===== config.mk =====
export PLATFORM = sky130hd
export DESIGN_NAME = swm_window_store
export DESIGN_NICKNAME = d
export VERILOG_FILES = /design/src/design/swm_pkg.sv /design/src/design/swm_window_store.sv
export SDC_FILE = /design/constraint.sdc
export NUM_CORES = 2
export LEC_CHECK = 0
export BUFFER_PORTS_ARGS = -buffer_cell sky130_fd_sc_hd__buf_2
export CORE_ASPECT_RATIO = 0.75
export CORE_MARGIN = 5
export CORE_UTILIZATION = 35
export CTS_CLUSTER_DIAMETER = 40
export CTS_CLUSTER_SIZE = 30
export DETAILED_ROUTE_END_ITERATION = 10
export GPL_ROUTABILITY_DRIVEN = 0
export SYNTH_ARGS = -nofsm -noshare
export SYNTH_HDL_FRONTEND = slang
export SYNTH_SLANG_ARGS = --single-unit

===== constraint.sdc =====
create_clock -name clock -period 5 [get_ports clock]
set_input_delay 0.5 -clock clock [delete_from_list [all_inputs] [get_ports clock]]
set_output_delay 0.5 -clock clock [all_outputs]
set_load 0.01 [all_outputs]

===== src/design/swm_pkg.sv =====
// Shared constants and link types for the sliding window median block.
// Used by the window store, the sort cell, the sort chain and the top level.
// Depends on nothing.
`timescale 1ns / 1ps
`default_nettype none

package swm_pkg;

   localparam int WINDOW_MAX = 64;
   localparam int DATA_W     = 32;
   localparam int CFG_W      = 7;
   localparam int PTR_W      = (WINDOW_MAX > 1) ? $clog2(WINDOW_MAX) : 1;
   localparam int LEN_W      = $clog2(WINDOW_MAX + 1);
   localparam int CMP_W      = (LEN_W > CFG_W) ? LEN_W : CFG_W;

   localparam logic [CFG_W-1:0] WINDOW_LEN_RESET = CFG_W'(3);

   typedef logic signed [DATA_W-1:0] sample_type;

   typedef struct packed {
      logic       valid;
      sample_type data;
   } cell_link_type;

   typedef struct packed {
      logic       full;
      sample_type data;
   } cell_hold_type;

   typedef struct packed {
      logic clear;
      logic shift;
   } cell_ctrl_type;

endpackage

`default_nettype wire


===== src/design/swm_window_store.sv =====
// Arrival-order store of the latest samples, one write and one registered read per cycle.
// Depends on swm_pkg.
`timescale 1ns / 1ps
`default_nettype none

module swm_window_store (
   input  wire                      clock,
   input  wire                      wr_en,
   input  wire  [swm_pkg::PTR_W-1:0] wr_addr,
   input  wire  swm_pkg::sample_type wr_data,
   input  wire  [swm_pkg::PTR_W-1:0] rd_addr,
   output swm_pkg::sample_type       rd_data
);
   import swm_pkg::*;

   sample_type store_mem [WINDOW_MAX];
   sample_type rd_data_ff;

   always_ff @(posedge clock) begin
      if (wr_en) begin
         store_mem[wr_addr] <= wr_data;
      end
      rd_data_ff <= store_mem[rd_addr];
   end

   assign rd_data = rd_data_ff;

endmodule

`default_nettype wire


; After elaboration in Yosys (flattened, before gate mapping)
; Memory sizes are Yosys's and may differ from the RTL's. A register that Yosys moved wholly into a read port is not among the register bits.
; Cells that the tools add are included.
[totals]
ff_bits = 0
ram_bits = 2048
wordCells = 3
memories = 1
[mem_list]
columns = memory, depth, width, rd, rd_ports_with_merged_regs, wr, line_no
row1 = store_mem, 64, 32, 1, 1, 1, swm_window_store.sv:16  ; sample_type store_mem [WINDOW_MAX];
[classes]
mux = 2
[ops]
columns = op, count
row1 = $mux W1, 2

; Longest topological paths before layout
[depth]
depth_word = 2
ltp_mapped = 10
ltp_nobuf = 5

; Worst setup path after synthesis
; Ideal clock, no wire load.
[synth_timing]
path_kind = input to register
startpoint = input port wr_addr[3] in the netlist's numbering
endpoint = memory store_mem[48][0] in the netlist's numbering, enable pin
setup_time_ns = 0.461
arrival_ns = 3.199
t_required_ns = 4.539
path_slack_ns = 1.340
cell_stages = 4
cell_sequence = clkbuf_1 nor2b_1 nand4b_1 nor3_1
[synth_rtl]
columns = item, line_no
row1 = "start, declared", swm_window_store.sv:9  ; input wire [swm_pkg::PTR_W-1:0] wr_addr,
row2 = "end, declared", swm_window_store.sv:16
; No word-level cell before the write port.

==> impl_metrics.toml <==
[run_status]
status = "completed"

[sta]
finalClockSkew_ps = 32.6
setup_tns_ps = 0
hold_ws_ps = 348
drv_slew = 0
finalSetupViolCount = 0
min_period_over_period_pct = 62.4
rsz0062_at_grt = "false"
hold_viol = 0
tightest_slew_ps = 1330
max_freq_ghz = 0.321
period_minus_slack_ps = 3120
relSlewSlack_pct = 11.2

[clock_network]
post_cts_buffers = 0
htree_num_levels = 4
cts_hold_buf = 0
cts_root_buf = "clkbuf_16"
clk_path_buf_depth = 3
cts_tree = "yes"
cts.sinks = 2080
cts-resized-gates = 0
cts_buffers = 156
path_clk_slew_ps = 80
clock_latency_ps = 810

[place]
dp_hpwl_mm = 117
port_buffers = 77
placed_cells = 6341

[logic_synthesis]
synth.area.top_cells = "edfxtp_1, mux4_2, mux2i_1, dfxtp_1, o22ai_1"
syn_area_per_cell_sq_um = 23.6
syn_inst = 3324
ys_warn_count = 0
ys_seq_elements = 2080
synth.distinct_cells = 34
yosys.area.top_type = "edfxtp_1"
ys_seq_area_share_pct = 79.1
yosysTopAreaCellShare_pct = 78.3
syn_nets = 3370
synth_area_sq_um = 78500

[layout]
syn_to_final_growth_pct = 13.4
instances_no_fill = 6635
final_cell_mix = "edfxtp_1, mux4_2, clkbuf_16"
nets = 3581
final_util_pct = 39.9
drive_gt1_share_pct = 30.5
mostFrequentLayoutCell = "edfxtp_1"

[worst_setup_path]
endpoint_kind = "register"
critPathRequiredTime_ps = 5630
r2r-start = "store_mem[14][27]"
r2r_cells = 4
arrival_ps = 3740
r2r_setup_slack_ps = 2320
path_class = "in -> reg"
r2r-end = "rd_data[27]"
cp_max_fo = 31
crit_start = "rd_addr[0]"
cp-start-kind = "primary input"

[detailed_routing]
routed_via_density = 5.54
drtIter0Drc = 4821
vias = 36755
routedWlPerCell_um = 30.3
dr.pass1.iters = 5
ant_nets = 0
routed_wl_mm = 201
drc_errors = 0

[min_path]
min_path_type = "in -> reg"
hold_path_end = "store_mem[11][26]"
min_path_cells = 2
min_from = "wr_data[26]"

[power]
p_leak_nw = 27.2
vdd_drop_max_mv = 0.343
powerDensity_nw_per_um2 = 385
p_total_mw = 34.3

[die]
die_w_um = 557
fp.dieH_um = 420
start_util_pct = 35.2
rows = 150
dieArea_sq_um = 234000
core_area_sq_um = 223000
ios = 78

[global_route]
grt_usage_pct = 17.0
overflow = 0
antenna_found_initial = 19
grt_pass1_wl_mm = 283
grt_max_degree = 71
grt_pass1_vias = 36007

[run]
max_cap_viol_count = 0
==> how the worst max path moves through the flow <==
stage | endpoint | slack, ps
after floorplan | store_mem[48][0] | 1340
after global placement | rd_data[25] | 1040
after detailed placement | rd_data[25] | 1090
after CTS | rd_data[25] | 1960
after global routing | rd_data[20] | 1680
final | rd_data[25] | 1880
==> stage by stage <==
stage | instance area [sq um] | worst slack (ps)
2_1_floorplan | 78500 | 1340
3_3_place_gp | 83600 | 1040
3_5_place_dp | 83600 | 1090
4_1_cts | 89000 | 1960
5_1_grt | 89000 | 1680
6_report | 89000 | 1880
==> cell usage after synthesis <==
| cell | n |
|---|---|
| or3b_2 | 3 |
| nand2b_1 | 8 |
| buf_2 | 57 |
| nand4_1 | 2 |
| or3b_1 | 2 |
| nand3b_1 | 5 |
| dfxtp_1 | 32 |
| nand4b_1 | 1 |
| or2_1 | 1 |
| o221ai_1 | 27 |
| mux2i_1 | 93 |
| nor3_1 | 7 |
| or2_2 | 1 |
| and2_1 | 2 |
| buf_6 | 5 |
| a311oi_1 | 8 |
| and3_1 | 4 |
| nor2b_1 | 15 |
| mux4_2 | 544 |
| buf_4 | 25 |
| o32ai_1 | 4 |
| o22ai_1 | 84 |
| nand3_1 | 5 |
| a22oi_1 | 12 |
| nand2_1 | 26 |
| edfxtp_1 | 2048 |
| nor2_1 | 137 |
| a31oi_1 | 1 |
| a41o_1 | 4 |
| buf_1 | 21 |
| clkbuf_1 | 74 |
| or3_1 | 3 |
| a21oi_1 | 62 |
| or2_0 | 1 |
==> state kept, by name (all words and copies together) (netlist names) <==
register,cells
rd_data,32
store_mem,2048
==> logic make-up after synthesis <==
| logic type | Yosys count | share of synthesized area (%) |
|---|---|---|
| simple gates | 223 | 1.27 |
| compound gates | 202 | 1.67 |
| flops | 2080 | 79.1 |
| buf+inv | 182 | 1.13 |
| mux | 637 | 16.8 |
==> layer usage <==
metal  up-vias  track usage, %  routed length (um)
met1     20092            26.5               90900
met2      1703            25.2               90000
li1      14725               -                   -
met4         0            3.52                3520
met3       235            2.94               16900
met5         -               0                   0
==> power breakdown <==
| part | leakage [nW] | switching [mW] | internal, mW |
|---|---|---|---|
| sequential | 18.7 | 0.0884 | 19.3 |
| combinational | 5.87 | 1.15 | 0.651 |
| clock | 2.59 | 6.70 | 6.44 |
==> area by class of cell <==
type | instances | area, sq um
sequential | 2080 | 62100
antenna | 5 | 12.5
tap | 2964 | 3710
multi-input combinational | 1062 | 16000
clock inverter | 118 | 1280
clock buffer | 171 | 4080
timing repair buffer | 235 | 1830
fill | 19453 | 134000
==> critical path, cell delays in order <==
cell and delay (ps):
buf_8 420, buf_12 300, buf_4 380, mux4_2 550, mux4_2 550, o22ai_1 830, nor2_1 130
(Power assumes the default switching activity.)
